### src/design/rlbq_pkg.sv
// Shared types, codes and constants for the resistor ladder button qualifier.
`default_nettype none

package rlbq_pkg;

	localparam int SER_W     = 16;
	localparam int TOL_W     = 7;
	localparam int HOLD_W    = 16;
	localparam int RAW_W     = 10;
	localparam int CFG_W     = 16;
	localparam int CFG_IDX_W = 2;
	localparam int BND_W     = 13;
	localparam int OPA_W     = SER_W + 1;
	localparam int REQ_W     = 3;
	localparam int ACT_W     = 2;
	localparam int CODE_W    = 2;
	localparam int WIN_W     = 2;
	localparam int STEP_W    = 3;

	localparam logic [STEP_W-1:0] LAST_STEP = 3'd5;

	localparam logic [ACT_W-1:0] ACT_TICK   = 2'd0;
	localparam logic [ACT_W-1:0] ACT_SAMPLE = 2'd1;
	localparam logic [ACT_W-1:0] ACT_CMD    = 2'd2;
	localparam logic [ACT_W-1:0] ACT_NOP    = 2'd3;

	localparam logic [REQ_W-1:0] REQ_UP     = 3'd0;
	localparam logic [REQ_W-1:0] REQ_DOWN   = 3'd1;
	localparam logic [REQ_W-1:0] REQ_CANCEL = 3'd2;
	localparam logic [REQ_W-1:0] REQ_ONOFF  = 3'd3;
	localparam logic [REQ_W-1:0] REQ_NONE   = 3'd4;

	localparam logic [WIN_W-1:0] WIN_UP     = 2'd0;
	localparam logic [WIN_W-1:0] WIN_DOWN   = 2'd1;
	localparam logic [WIN_W-1:0] WIN_CANCEL = 2'd2;

	localparam logic [CFG_IDX_W-1:0] CFG_HOLDOFF = 2'd0;
	localparam logic [CFG_IDX_W-1:0] CFG_TOL     = 2'd1;
	localparam logic [CFG_IDX_W-1:0] CFG_SERIES  = 2'd2;
	localparam logic [CFG_IDX_W-1:0] CFG_MIN_RAW = 2'd3;

	localparam logic [HOLD_W-1:0] HOLDOFF_RST = 16'd200;
	localparam logic [TOL_W-1:0]  TOL_RST     = 7'd10;
	localparam logic [SER_W-1:0]  SERIES_RST  = 16'd2000;
	localparam logic [RAW_W-1:0]  MIN_RAW_RST = 10'd100;

	localparam int NOM_UP     = 515;
	localparam int NOM_DOWN   = 142;
	localparam int NOM_CANCEL = 1379;

	typedef enum logic [1:0] {
		ST_IDLE,
		ST_NUM,
		ST_BND,
		ST_FINISH
	} ctrl_state_t;

	typedef struct packed {
		logic             load;
		logic             mul_num;
		logic             mul_bnd;
		logic [WIN_W-1:0] win;
		logic             bnd_hi;
		logic             cmp_en;
		logic [WIN_W-1:0] cmp_win;
		logic             cmp_hi;
		logic             finish;
	} dp_cmd_t;

	typedef struct packed {
		logic in_is_sample;
	} dp_status_t;

	// Window end: nominal +/- (nominal/100)*tolerance, signed.
	function automatic logic signed [BND_W-1:0] win_bound(
		input logic [WIN_W-1:0] win,
		input logic             hi,
		input logic [TOL_W-1:0] tol
	);
		logic signed [BND_W-1:0] nom;
		logic signed [BND_W-1:0] step;
		logic signed [BND_W-1:0] half;
		unique case (win)
			WIN_UP: begin
				nom  = BND_W'(NOM_UP);
				step = BND_W'(NOM_UP / 100);
			end
			WIN_DOWN: begin
				nom  = BND_W'(NOM_DOWN);
				step = BND_W'(NOM_DOWN / 100);
			end
			WIN_CANCEL: begin
				nom  = BND_W'(NOM_CANCEL);
				step = BND_W'(NOM_CANCEL / 100);
			end
			default: begin
				nom  = '0;
				step = '0;
			end
		endcase
		half = $signed(BND_W'(tol)) * step;
		return hi ? (nom + half) : (nom - half);
	endfunction

endpackage

`default_nettype wire

### src/design/rlbq_ctrl.sv
// Sequencing controller: handshakes, multiply/compare schedule and output beat.
`default_nettype none

module rlbq_ctrl (
	input  wire logic                  clk,
	input  wire logic                  arst_n,
	input  wire logic                  in_valid,
	output logic                       in_ready,
	output logic                       out_valid,
	input  wire logic                  out_ready,
	input  wire rlbq_pkg::dp_status_t  status,
	output rlbq_pkg::dp_cmd_t          cmd
);

	rlbq_pkg::ctrl_state_t state_q, state_d;
	logic [rlbq_pkg::STEP_W-1:0] cnt_q;
	logic [rlbq_pkg::STEP_W-1:0] prev_cnt;
	logic out_valid_q;
	logic commit;

	assign prev_cnt  = cnt_q - 1'b1;
	assign commit    = (state_q == rlbq_pkg::ST_FINISH) && (!out_valid_q || out_ready);
	assign in_ready  = (state_q == rlbq_pkg::ST_IDLE);
	assign out_valid = out_valid_q;

	always_comb begin
		state_d = state_q;
		unique case (state_q)
			rlbq_pkg::ST_IDLE: begin
				if (in_valid) begin
					state_d = status.in_is_sample ? rlbq_pkg::ST_NUM : rlbq_pkg::ST_FINISH;
				end
			end
			rlbq_pkg::ST_NUM: begin
				state_d = rlbq_pkg::ST_BND;
			end
			rlbq_pkg::ST_BND: begin
				if (cnt_q == rlbq_pkg::LAST_STEP) begin
					state_d = rlbq_pkg::ST_FINISH;
				end
			end
			rlbq_pkg::ST_FINISH: begin
				if (commit) begin
					state_d = rlbq_pkg::ST_IDLE;
				end
			end
			default: begin
				state_d = rlbq_pkg::ST_IDLE;
			end
		endcase
	end

	always_comb begin
		cmd = '0;
		unique case (state_q)
			rlbq_pkg::ST_IDLE: begin
				cmd.load = in_valid;
			end
			rlbq_pkg::ST_NUM: begin
				cmd.mul_num = 1'b1;
			end
			rlbq_pkg::ST_BND: begin
				cmd.mul_bnd = 1'b1;
				cmd.win     = cnt_q[2:1];
				cmd.bnd_hi  = ~cnt_q[0];
				cmd.cmp_en  = (cnt_q != '0);
				cmd.cmp_win = prev_cnt[2:1];
				cmd.cmp_hi  = ~prev_cnt[0];
			end
			rlbq_pkg::ST_FINISH: begin
				cmd.finish = commit;
			end
			default: begin
				cmd = '0;
			end
		endcase
	end

	always_ff @(posedge clk or negedge arst_n) begin
		if (!arst_n) begin
			state_q     <= rlbq_pkg::ST_IDLE;
			cnt_q       <= '0;
			out_valid_q <= 1'b0;
		end else begin
			state_q <= state_d;
			if (state_q == rlbq_pkg::ST_NUM) begin
				cnt_q <= '0;
			end else if (state_q == rlbq_pkg::ST_BND) begin
				cnt_q <= cnt_q + 1'b1;
			end
			if (commit) begin
				out_valid_q <= 1'b1;
			end else if (out_ready) begin
				out_valid_q <= 1'b0;
			end
		end
	end

endmodule

`default_nettype wire

### src/design/rlbq_dp.sv
// Datapath: settings, shared multiplier, window compares, holdoff state, result beat.
`default_nettype none

module rlbq_dp #(
	parameter int ADC_FULL_SCALE = 1024,
	parameter int TICK_BITS      = 16
) (
	input  wire logic                            clk,
	input  wire logic                            arst_n,
	input  wire rlbq_pkg::dp_cmd_t               cmd,
	output rlbq_pkg::dp_status_t                 status,
	input  wire logic [rlbq_pkg::ACT_W-1:0]      action,
	input  wire logic [rlbq_pkg::RAW_W-1:0]      adc_sample,
	input  wire logic [rlbq_pkg::CODE_W-1:0]     command_code,
	input  wire logic                            cfg_we,
	input  wire logic [rlbq_pkg::CFG_IDX_W-1:0]  cfg_index,
	input  wire logic [rlbq_pkg::CFG_W-1:0]      cfg_wdata,
	output logic [rlbq_pkg::REQ_W-1:0]           held_state,
	output logic                                 state_changed,
	output logic [rlbq_pkg::REQ_W-1:0]           requested_state
);

	localparam int DIFF_W = $clog2(ADC_FULL_SCALE + 1) + 1;
	localparam int MB_W   = (DIFF_W > rlbq_pkg::RAW_W + 1) ? DIFF_W : rlbq_pkg::RAW_W + 1;
	localparam int PROD_W = rlbq_pkg::OPA_W + MB_W;
	localparam int EL_W   = (TICK_BITS > rlbq_pkg::HOLD_W) ? TICK_BITS : rlbq_pkg::HOLD_W;

	logic [rlbq_pkg::HOLD_W-1:0] holdoff_q;
	logic [rlbq_pkg::TOL_W-1:0]  tol_q;
	logic [rlbq_pkg::SER_W-1:0]  series_q;
	logic [rlbq_pkg::RAW_W-1:0]  min_raw_q;

	logic [rlbq_pkg::ACT_W-1:0]  action_q;
	logic [rlbq_pkg::RAW_W-1:0]  raw_q;
	logic [rlbq_pkg::CODE_W-1:0] code_q;

	logic signed [PROD_W-1:0] num_q;
	logic signed [PROD_W-1:0] prod_q;
	logic                     hi_ok_q;
	logic [rlbq_pkg::REQ_W-1:0] class_q;

	logic [rlbq_pkg::REQ_W-1:0] cur_q;
	logic [TICK_BITS-1:0]       elapsed_q;

	logic [rlbq_pkg::REQ_W-1:0] held_q;
	logic                       changed_q;
	logic [rlbq_pkg::REQ_W-1:0] req_q;

	logic signed [rlbq_pkg::BND_W-1:0] bound;
	logic signed [rlbq_pkg::OPA_W-1:0] opa;
	logic signed [MB_W-1:0]            opb;
	logic signed [PROD_W-1:0]          mul_res;

	logic                       win2_hit;
	logic                       onoff_hit;
	logic [rlbq_pkg::REQ_W-1:0] sample_req;
	logic [rlbq_pkg::REQ_W-1:0] req;
	logic                       offers;
	logic                       differ;
	logic                       early;
	logic                       taken;

	assign status.in_is_sample = (action == rlbq_pkg::ACT_SAMPLE);

	assign bound = rlbq_pkg::win_bound(cmd.win, cmd.bnd_hi, tol_q);

	always_comb begin
		if (cmd.mul_num) begin
			opa = $signed({1'b0, series_q});
			opb = $signed(MB_W'(ADC_FULL_SCALE)) - $signed(MB_W'(raw_q));
		end else begin
			opa = {{(rlbq_pkg::OPA_W - rlbq_pkg::BND_W){bound[rlbq_pkg::BND_W-1]}}, bound};
			opb = $signed(MB_W'(raw_q));
		end
	end

	assign mul_res = opa * opb;

	assign win2_hit  = hi_ok_q && (num_q >= prod_q);
	assign onoff_hit = $signed({num_q, 1'b0}) <= $signed((PROD_W + 1)'(raw_q));

	always_comb begin
		priority if (raw_q <= min_raw_q) begin
			sample_req = rlbq_pkg::REQ_NONE;
		end else if (class_q != rlbq_pkg::REQ_NONE) begin
			sample_req = class_q;
		end else if (win2_hit) begin
			sample_req = rlbq_pkg::REQ_CANCEL;
		end else if (onoff_hit) begin
			sample_req = rlbq_pkg::REQ_ONOFF;
		end else begin
			sample_req = rlbq_pkg::REQ_NONE;
		end
	end

	always_comb begin
		unique case (action_q)
			rlbq_pkg::ACT_SAMPLE: req = sample_req;
			rlbq_pkg::ACT_CMD:    req = {1'b0, code_q};
			default:              req = rlbq_pkg::REQ_NONE;
		endcase
	end

	assign offers = (action_q == rlbq_pkg::ACT_SAMPLE) || (action_q == rlbq_pkg::ACT_CMD);
	assign differ = (req != cur_q);
	assign early  = EL_W'(elapsed_q) < EL_W'(holdoff_q);
	assign taken  = offers && !(differ && early);

	always_ff @(posedge clk or negedge arst_n) begin
		if (!arst_n) begin
			holdoff_q <= rlbq_pkg::HOLDOFF_RST;
			tol_q     <= rlbq_pkg::TOL_RST;
			series_q  <= rlbq_pkg::SERIES_RST;
			min_raw_q <= rlbq_pkg::MIN_RAW_RST;
			cur_q     <= rlbq_pkg::REQ_NONE;
			elapsed_q <= '0;
		end else begin
			if (cfg_we) begin
				unique case (cfg_index)
					rlbq_pkg::CFG_HOLDOFF: holdoff_q <= cfg_wdata;
					rlbq_pkg::CFG_TOL:     tol_q     <= cfg_wdata[rlbq_pkg::TOL_W-1:0];
					rlbq_pkg::CFG_SERIES:  series_q  <= cfg_wdata;
					rlbq_pkg::CFG_MIN_RAW: min_raw_q <= cfg_wdata[rlbq_pkg::RAW_W-1:0];
					default:               holdoff_q <= holdoff_q;
				endcase
			end
			if (cmd.finish) begin
				if (action_q == rlbq_pkg::ACT_TICK) begin
					if (elapsed_q != '1) begin
						elapsed_q <= elapsed_q + 1'b1;
					end
				end else if (taken) begin
					elapsed_q <= '0;
					cur_q     <= req;
				end
			end
		end
	end

	always_ff @(posedge clk) begin
		if (cmd.load) begin
			action_q <= action;
			raw_q    <= adc_sample;
			code_q   <= command_code;
		end
		if (cmd.mul_num) begin
			num_q   <= mul_res;
			class_q <= rlbq_pkg::REQ_NONE;
			hi_ok_q <= 1'b0;
		end
		if (cmd.mul_bnd) begin
			prod_q <= mul_res;
		end
		if (cmd.cmp_en) begin
			if (cmd.cmp_hi) begin
				hi_ok_q <= (num_q <= prod_q);
			end else if (hi_ok_q && (num_q >= prod_q) && (class_q == rlbq_pkg::REQ_NONE)) begin
				class_q <= {1'b0, cmd.cmp_win};
			end
		end
		if (cmd.finish) begin
			held_q    <= taken ? req : cur_q;
			changed_q <= taken && differ;
			req_q     <= req;
		end
	end

	assign held_state      = held_q;
	assign state_changed   = changed_q;
	assign requested_state = req_q;

endmodule

`default_nettype wire

### src/design/resistor_ladder_button_qualifier.sv
// Top level of the resistor ladder button qualifier: controller plus datapath.
// A sample passes one divider multiply and six window-bound multiplies on one shared
// multiplier, then the finish state, where the result loads; a tick or direct command
// goes straight to finish. Finish waits while an earlier result is unaccepted. Input
// reopens as the result loads; a finished result may wait while the next item is taken.
// Reset (arst_n low) restores register defaults, current state none, elapsed zero.
`default_nettype none

module resistor_ladder_button_qualifier #(
	parameter int ADC_FULL_SCALE = 1024,
	parameter int TICK_BITS      = 16
) (
	input  wire logic                            clk,
	input  wire logic                            arst_n,
	input  wire logic                            in_valid,
	output logic                                 in_ready,
	input  wire logic [rlbq_pkg::ACT_W-1:0]      action,
	input  wire logic [rlbq_pkg::RAW_W-1:0]      adc_sample,
	input  wire logic [rlbq_pkg::CODE_W-1:0]     command_code,
	output logic                                 out_valid,
	input  wire logic                            out_ready,
	output logic [rlbq_pkg::REQ_W-1:0]           held_state,
	output logic                                 state_changed,
	output logic [rlbq_pkg::REQ_W-1:0]           requested_state,
	input  wire logic                            cfg_we,
	input  wire logic [rlbq_pkg::CFG_IDX_W-1:0]  cfg_index,
	input  wire logic [rlbq_pkg::CFG_W-1:0]      cfg_wdata
);

	rlbq_pkg::dp_cmd_t    cmd;
	rlbq_pkg::dp_status_t status;

	rlbq_ctrl u_ctrl (
		.clk       (clk),
		.arst_n    (arst_n),
		.in_valid  (in_valid),
		.in_ready  (in_ready),
		.out_valid (out_valid),
		.out_ready (out_ready),
		.status    (status),
		.cmd       (cmd)
	);

	rlbq_dp #(
		.ADC_FULL_SCALE (ADC_FULL_SCALE),
		.TICK_BITS      (TICK_BITS)
	) u_dp (
		.clk             (clk),
		.arst_n          (arst_n),
		.cmd             (cmd),
		.status          (status),
		.action          (action),
		.adc_sample      (adc_sample),
		.command_code    (command_code),
		.cfg_we          (cfg_we),
		.cfg_index       (cfg_index),
		.cfg_wdata       (cfg_wdata),
		.held_state      (held_state),
		.state_changed   (state_changed),
		.requested_state (requested_state)
	);

endmodule

`default_nettype wire
### config.mk
export PLATFORM = sky130hd
export DESIGN_NAME = resistor_ladder_button_qualifier
export DESIGN_NICKNAME = d
export VERILOG_FILES = /design/src/design/rlbq_pkg.sv /design/src/design/rlbq_ctrl.sv /design/src/design/rlbq_dp.sv /design/src/design/resistor_ladder_button_qualifier.sv
export SDC_FILE = /design/constraint.sdc
export NUM_CORES = 1
export LEC_CHECK = 0
export BUFFER_PORTS_ARGS = -buffer_cell sky130_fd_sc_hd__buf_2
export CELL_PAD_IN_SITES_DETAIL_PLACEMENT = 0
export CELL_PAD_IN_SITES_GLOBAL_PLACEMENT = 1
export CORE_MARGIN = 10
export CORE_UTILIZATION = 30
export DETAILED_ROUTE_END_ITERATION = 7
export PLACE_DENSITY = 0.6
export SETUP_SLACK_MARGIN = 0.4
export SLEW_MARGIN = 20
export SYNTH_ARGS = -nofsm -noshare
export SYNTH_HDL_FRONTEND = slang
export SYNTH_SLANG_ARGS = --single-unit
### constraint.sdc
create_clock -name clk -period 21.6 [get_ports clk]
set_input_delay 3.24 -clock clk [delete_from_list [all_inputs] [get_ports clk]]
set_output_delay 3.24 -clock clk [all_outputs]
set_load 0.01 [all_outputs]
==> results of run 1 <==
[sequential cells by signal, summed over array words and instances, names as in the netlist]
name	cells
u_ctrl.state_q	2
u_dp.prod_q	29
u_ctrl.cnt_q	3
u_dp.requested_state	3
u_dp.code_q	2
u_dp.min_raw_q	10
u_dp.state_changed	1
u_dp.hi_ok_q	1
u_dp.held_state	3
u_dp.tol_q	7
u_dp.action_q	2
u_dp.cur_q	3
u_dp.raw_q	10
u_dp.elapsed_q	16
u_ctrl.out_valid	1
u_dp.series_q	16
u_dp.num_q	29
u_dp.holdoff_q	16
u_dp.class_q	3
[cells in the mapped netlist (17+ instances only)]
master    instances
inv_1           348
nand2_1         188
ha_1            177
fa_1            174
nor2_1           84
edfxtp_1         79
a21oi_1          63
dfrtp_1          59
o21ai_0          53
and2_1           51
xnor2_1          40
mux2_2           39
clkbuf_1         30
a21o_1           28
nand3_1          26
nor2b_1          18
o21bai_1         17
[per-stage QoR]
stage	util, %	std cells	hold slack, ps
after floorplan	-	1694	441
after global placement	32.4	2418	463
after detailed placement	32.4	2418	492
after CTS	33.4	2450	508
after global routing	33.4	2450	529
final	33.4	2451	497
[per-layer routing]
metal	vias up	GRT usage, %	part of all wire [%]
met5	-	0	0
met4	0	4.16	1.7
met3	30	3.16	4.2
met2	176	21.2	46
met1	5848	18.2	48
li1	5591	-	-
[how the worst max path moves through the flow]
stage,startpoint,end,slack [ps],depth (start not counted)
after floorplan,u_ctrl.state_q[0]$_DFFE_PN0P_,u_dp.num_q[27]$_DFFE_PP_,10600,45
after global placement,u_ctrl.state_q[0]$_DFFE_PN0P_,u_dp.num_q[27]$_DFFE_PP_,9850,41
after detailed placement,u_ctrl.state_q[0]$_DFFE_PN0P_,u_dp.num_q[27]$_DFFE_PP_,9580,41
after CTS,u_ctrl.state_q[0]$_DFFE_PN0P_,u_dp.num_q[27]$_DFFE_PP_,9550,41
after global routing,u_ctrl.state_q[0]$_DFFE_PN0P_,u_dp.prod_q[25]$_DFFE_PN_,8610,41
final,u_ctrl.state_q[0]$_DFFE_PN0P_,u_dp.num_q[27]$_DFFE_PP_,9560,41
[worst max-delay path, delay by kind of cell, from the launching register on]
family / cells / cell delay (ps)
muxes: 1 / 160
xor gates and xnor gates: 3 / 380
and+or+nand+nor: 4 / 1170
adders and majority gates: 11 / 5180
AOI/OAI and AO/OA: 15 / 3960
buffers and inverters: 7 / 480
DFF: 1 / 440
[cells by family (layout without fill, tap and decap cells)]
family	Yosys count	after routing	share of synthesized area, %
XOR/XNOR	53	53	2.84
flip-flops	157	157	26.4
other	2	3	0.0459
adder cells (fa/ha/maj)	351	351	34.8
AO/OA/AOI/OAI	262	262	11.0
buffers and inverters	383	443	8.92
AND/OR/NAND/NOR	436	436	12.5
multiplexers	50	50	3.40
[area by class of cell]
cell class | instances | area, um^2
inverters | 348 | 1310
well taps | 696 | 871
diodes | 1 | 2.50
repair buffers | 63 | 363
clock buffers | 22 | 475
flip-flops and latches | 157 | 4320
multi-input cells | 1154 | 10600
fillers | 5519 | 35900
clock inverters | 10 | 86.3
==> results by group, run 1 <==
Yosys
  – Post-synthesis instance total: 1694
  – Mapped Nets: 2082
  – Most used DFF post-synth: edfxtp_1
  – Yosys top cell area share: 21.3%
  – Sequential-to-total area share from yosys stat: 26.4%
  – Synth area leader: fa_1
  – Yosys reg bits: 157
  – Post-Syn Area: 16400 um^2
  – Dominant cells by area after synthesis: fa_1, edfxtp_1, ha_1
  – Synthesis Warnings: 0
  – Ys async rst share: 47.1%
  – Unique masters post-synth: 81
  – Post-synth EDFFs: 79
  – Syn Area/Cell: 9.65 um^2

CTS
  – CTS Hold Bufs: 0
  – CTS clk-pin slew, worst paths: 60 ps
  – Bufs on Longest Clock Path: 2
  – Sinks on Clock Net: 157
  – CTS resizes: 0
  – Clock Latency Late Sink: 490 ps
  – Htree depth: 4
  – Postcts setup bufs: 0
  – Cts bufs inserted: 17
  – CTS tree: done
  – Root buffer cell: clkbuf_16

Cells and area
  – Most common cell after layout, fill and taps aside: inv_1
  – Most frequent cells in the layout: inv_1, nand2_1, ha_1
  – Area grow syn2layout: 10.2%
  – Layout cell share with drive strength beyond 1: 10.3%
  – Fin nets: 2129
  – Layout Cell Area excl Fill: 18000 um^2

STA
  – Tcrit/Tclk final: 55.7%
  – Final setup TNS: 0 ps
  – RSZ-0062 raised after global routing: no
  – Slew Limit Fails: 0
  – Final WS setup: 9560 ps
  – Tightest Pin Transition: 1090 ps
  – Final setup violation count: 0
  – Max Freq: 83.1 MHz
  – Crit path time final: 12040 ps
  – Slew margin rel.: 26.9%
  – Final Hold Fails: 0
  – Fin Clk Skew: 13.8 ps

Detailed routing
  – Routed Antenna Nets: 0
  – DR DRC count: 0
  – Post-DR vias/cell: 4.75
  – Iteration-0 DRC Markers: 669
  – Pre-antenna DRT Iters: 5
  – WL per Instance: 16.8 um
  – Routed WL: 41.2 mm
  – Detailed-route via count: 11600

Worst setup path
  – FF-to-FF End: u_dp.num_q[27]$_DFFE_PP_
  – Critical Path Fanout Max: 39
  – Worst Reg-to-Reg Cells: 41
  – Arr. time, crit path: 12260 ps
  – Setup crit end kind: flip-flop
  – FF-to-FF Start: u_ctrl.state_q[0]$_DFFE_PN0P_
  – Critical path's largest stage delay: 880 ps
  – Kind of critical path: reg2reg
  – Worst EP required: 21820 ps
  – Crit path top cell by count: inv_1
  – Slowest cell on crit path: ha_2
  – Crit start category: flip-flop
  – R2r setup slk: 9560 ps

Place
  – Port Buffers: 45
  – Pre-CTS setup slack: 9580 ps
  – Gpl congestion: 0.822
  – Area after DPL: 17500 um^2
  – Hpwl dp: 33.8 mm

Global route
  – Vias in the first global route: 12000
  – First-pass GRT wire length: 66.7 mm
  – Grt total ovfl: 0
  – Initial antenna violation count: 1
  – Pin count of the biggest net entering global routing: 71
  – Tot GR Track Use: 13.5%

Run status
  – Status: finished, final reports clean

Worst hold path
  – Worst min path class: reg2reg
  – WHS Path Cells: 1
  – WHS Endpoint: u_dp.class_q[2]$_DFF_P_
  – Hold wc startpoint: u_dp.class_q[2]$_DFF_P_

Floorplan
  – Initial Utilization: 30.3%
  – # IOs: 46
  – # rows: 85
  – Core Box Area: 53900 um^2
  – Die Ht: 253 um
  – Chip width: 253 um
  – Die Area: 64200 um^2

Job
  – Number of max-cap violations: 0
Power of run 1 is not shown: default switching activity piles up to over one toggle a cycle in this logic, so the estimate is an artifact.
==> run 2: changes to the inputs <==
==> constraint.sdc (replaced) <==
create_clock -name clk -period 11.95 [get_ports clk]
set_input_delay 1.7925 -clock clk [delete_from_list [all_inputs] [get_ports clk]]
set_output_delay 1.7925 -clock clk [all_outputs]
set_load 0.01 [all_outputs]
==> run 2 against run 1 <==
Compared with the run above:
- sequential cell count is the same
- die area is the same
- largest cell class unchanged
- routed wire length grew 1.6%
- global-route usage is essentially flat
- worst setup slack lost 8300 ps
- worst hold slack lost 12 ps
- critical path depth shrank 1
- register-to-register slack lost 8300 ps
- via count shrank 0.71%
- sequential share of layout area shrank 0.090 points
- non-clock buffer count grew 5
- clock skew is essentially flat
==> results by group, run 2 (same netlist as run 1, synthesis figures left out) <==
Cells and area
  – Fin nets: 2134
  – Area grow syn2layout: 10.6%
  – Most common cell after layout, fill and taps aside: inv_1
  – Layout cell share with drive strength beyond 1: 11.0%
  – Largest registers in the final layout: u_dp.num_q (29), u_dp.prod_q (29)
  – Most frequent cells in the layout: inv_1, nand2_1, ha_1
  – N_diodes: 0

Detailed routing
  – Routed Antenna Nets: 0
  – Post-DR vias/cell: 4.71
  – Routed WL: 41.8 mm
  – Iteration-0 DRC Markers: 665
  – DR DRC count: 0
  – WL per Instance: 17.0 um
  – Pre-antenna DRT Iters: 5
  – Detailed-route via count: 11600

Global route
  – Pin count of the biggest net entering global routing: 73
  – Tot GR Track Use: 13.5%
  – Vias in the first global route: 12000
  – Initial antenna violation count: 1
  – Grt total ovfl: 0
  – First-pass GRT wire length: 66.8 mm

STA
  – RSZ-0062 raised after global routing: no
  – Slew Limit Fails: 0
  – Slew margin rel.: 29.3%
  – Crit path time final: 10650 ps
  – Final setup TNS: 0 ps
  – Max Freq: 93.9 MHz
  – Fin Clk Skew: 13.5 ps
  – Final Hold Fails: 0
  – Tcrit/Tclk final: 89.1%
  – Final setup violation count: 0
  – Tightest Pin Transition: 1060 ps

Floorplan
  – Die Ht: 253 um
  – Chip width: 253 um
  – Initial Utilization: 30.3%
  – Core Box Area: 53900 um^2
  – Die Area: 64200 um^2
  – # rows: 85
  – # IOs: 46

CTS
  – Cts bufs inserted: 17
  – Clock Latency Late Sink: 480 ps
  – Sinks on Clock Net: 157
  – CTS tree: done
  – CTS clk-pin slew, worst paths: 70 ps
  – Htree depth: 4
  – CTS Hold Bufs: 0
  – Bufs on Longest Clock Path: 2
  – Root buffer cell: clkbuf_16

Worst hold path
  – Worst min path class: reg2reg

Place
  – Hpwl dp: 33.8 mm
  – Port Buffers: 45
  – Gpl congestion: 0.822

Worst setup path
  – Critical path's largest stage delay: 580 ps
  – Setup crit end kind: flip-flop
  – Arr. time, crit path: 10870 ps
  – Critical Path Fanout Max: 15
  – Kind of critical path: reg2reg
  – R2r setup slk: 1300 ps
  – Worst EP required: 12170 ps
  – Crit start category: flip-flop
  – Slowest cell on crit path: fa_1

Run status
  – Status: finished, final reports clean

Job
  – Number of max-cap violations: 0
## run 2: changes by cell type in the layout (fill, tap and decap cells not counted), moves of 2 or more
cell	delta
inv_6	+3
o21ai_1	-3
inv_8	+2
buf_4	+4
o21ai_0	+2
clkbuf_1	-3
## run 2: critical path: cells and delay by family, from the launching register on
family / cells / cell delay [ps]
adder cells (fa/ha/maj): 11 / 4790
AO/OA/AOI/OAI: 14 / 3260
AND/OR/NAND/NOR: 4 / 740
buffers and inverters: 8 / 650
flip-flops: 1 / 440
multiplexers: 1 / 250
XOR/XNOR: 2 / 220
## run 2: layer usage
metal	GRT usage [%]	wire, um	vias to the layer above
met1	18.2	19800	5775
met5	0	11	-
li1	-	-	5597
met2	21.4	19700	163
met4	3.87	495	2
met3	2.93	1800	25
## run 2: cell type report
| class | instances | area [um^2] |
|---|---|---|
| clock buffers | 18 | 450 |
| clock inverters | 14 | 128 |
| fillers | 5550 | 35800 |
| inverters | 348 | 1310 |
| multi-input cells | 1154 | 10600 |
| flip-flops and latches | 157 | 4320 |
| well taps | 696 | 871 |
| repair buffers | 68 | 404 |
## run 2: per-stage QoR
| stage | util (%) | setup slack, ps | cells | hold WS (ps) | area [um^2] |
|---|---|---|---|---|---|
| after floorplan | - | 948 | 1694 | 441 | 16400 |
| after global placement | 32.4 | 1260 | 2420 | 459 | 17500 |
| after detailed placement | 32.4 | 1010 | 2420 | 471 | 17500 |
| after CTS | 33.5 | 981 | 2452 | 488 | 18100 |
| after global routing | 33.6 | 443 | 2455 | 530 | 18100 |
| final | 33.6 | 1300 | 2455 | 486 | 18100 |
## run 2: path summary, 6_finish.rpt
check | cells after the start | start | to
min in group asynchronous | 1 | arst_n | u_dp.cur_q[1]$_DFFE_PN0P_
max reg2reg | 40 | u_ctrl.state_q[0]$_DFFE_PN0P_ | u_dp.prod_q[27]$_DFFE_PN_
min | 1 | u_dp.class_q[2]$_DFF_P_ | u_dp.class_q[2]$_DFF_P_
max in group asynchronous | 2 | arst_n | u_dp.series_q[12]$_DFFE_PN0P_
max | 40 | u_ctrl.state_q[0]$_DFFE_PN0P_ | u_dp.prod_q[27]$_DFFE_PN_
min reg2reg | 1 | u_dp.class_q[2]$_DFF_P_ | u_dp.class_q[2]$_DFF_P_
## run 2: timing repair
| action | in CTS | in global routing |
|---|---|---|
| gates resized for setup | 0 | 2 |
| setup buffers | 0 | 3 |
| setup endpoints to repair | 0 | 4 |
Power of run 2 is left out for the same reason.
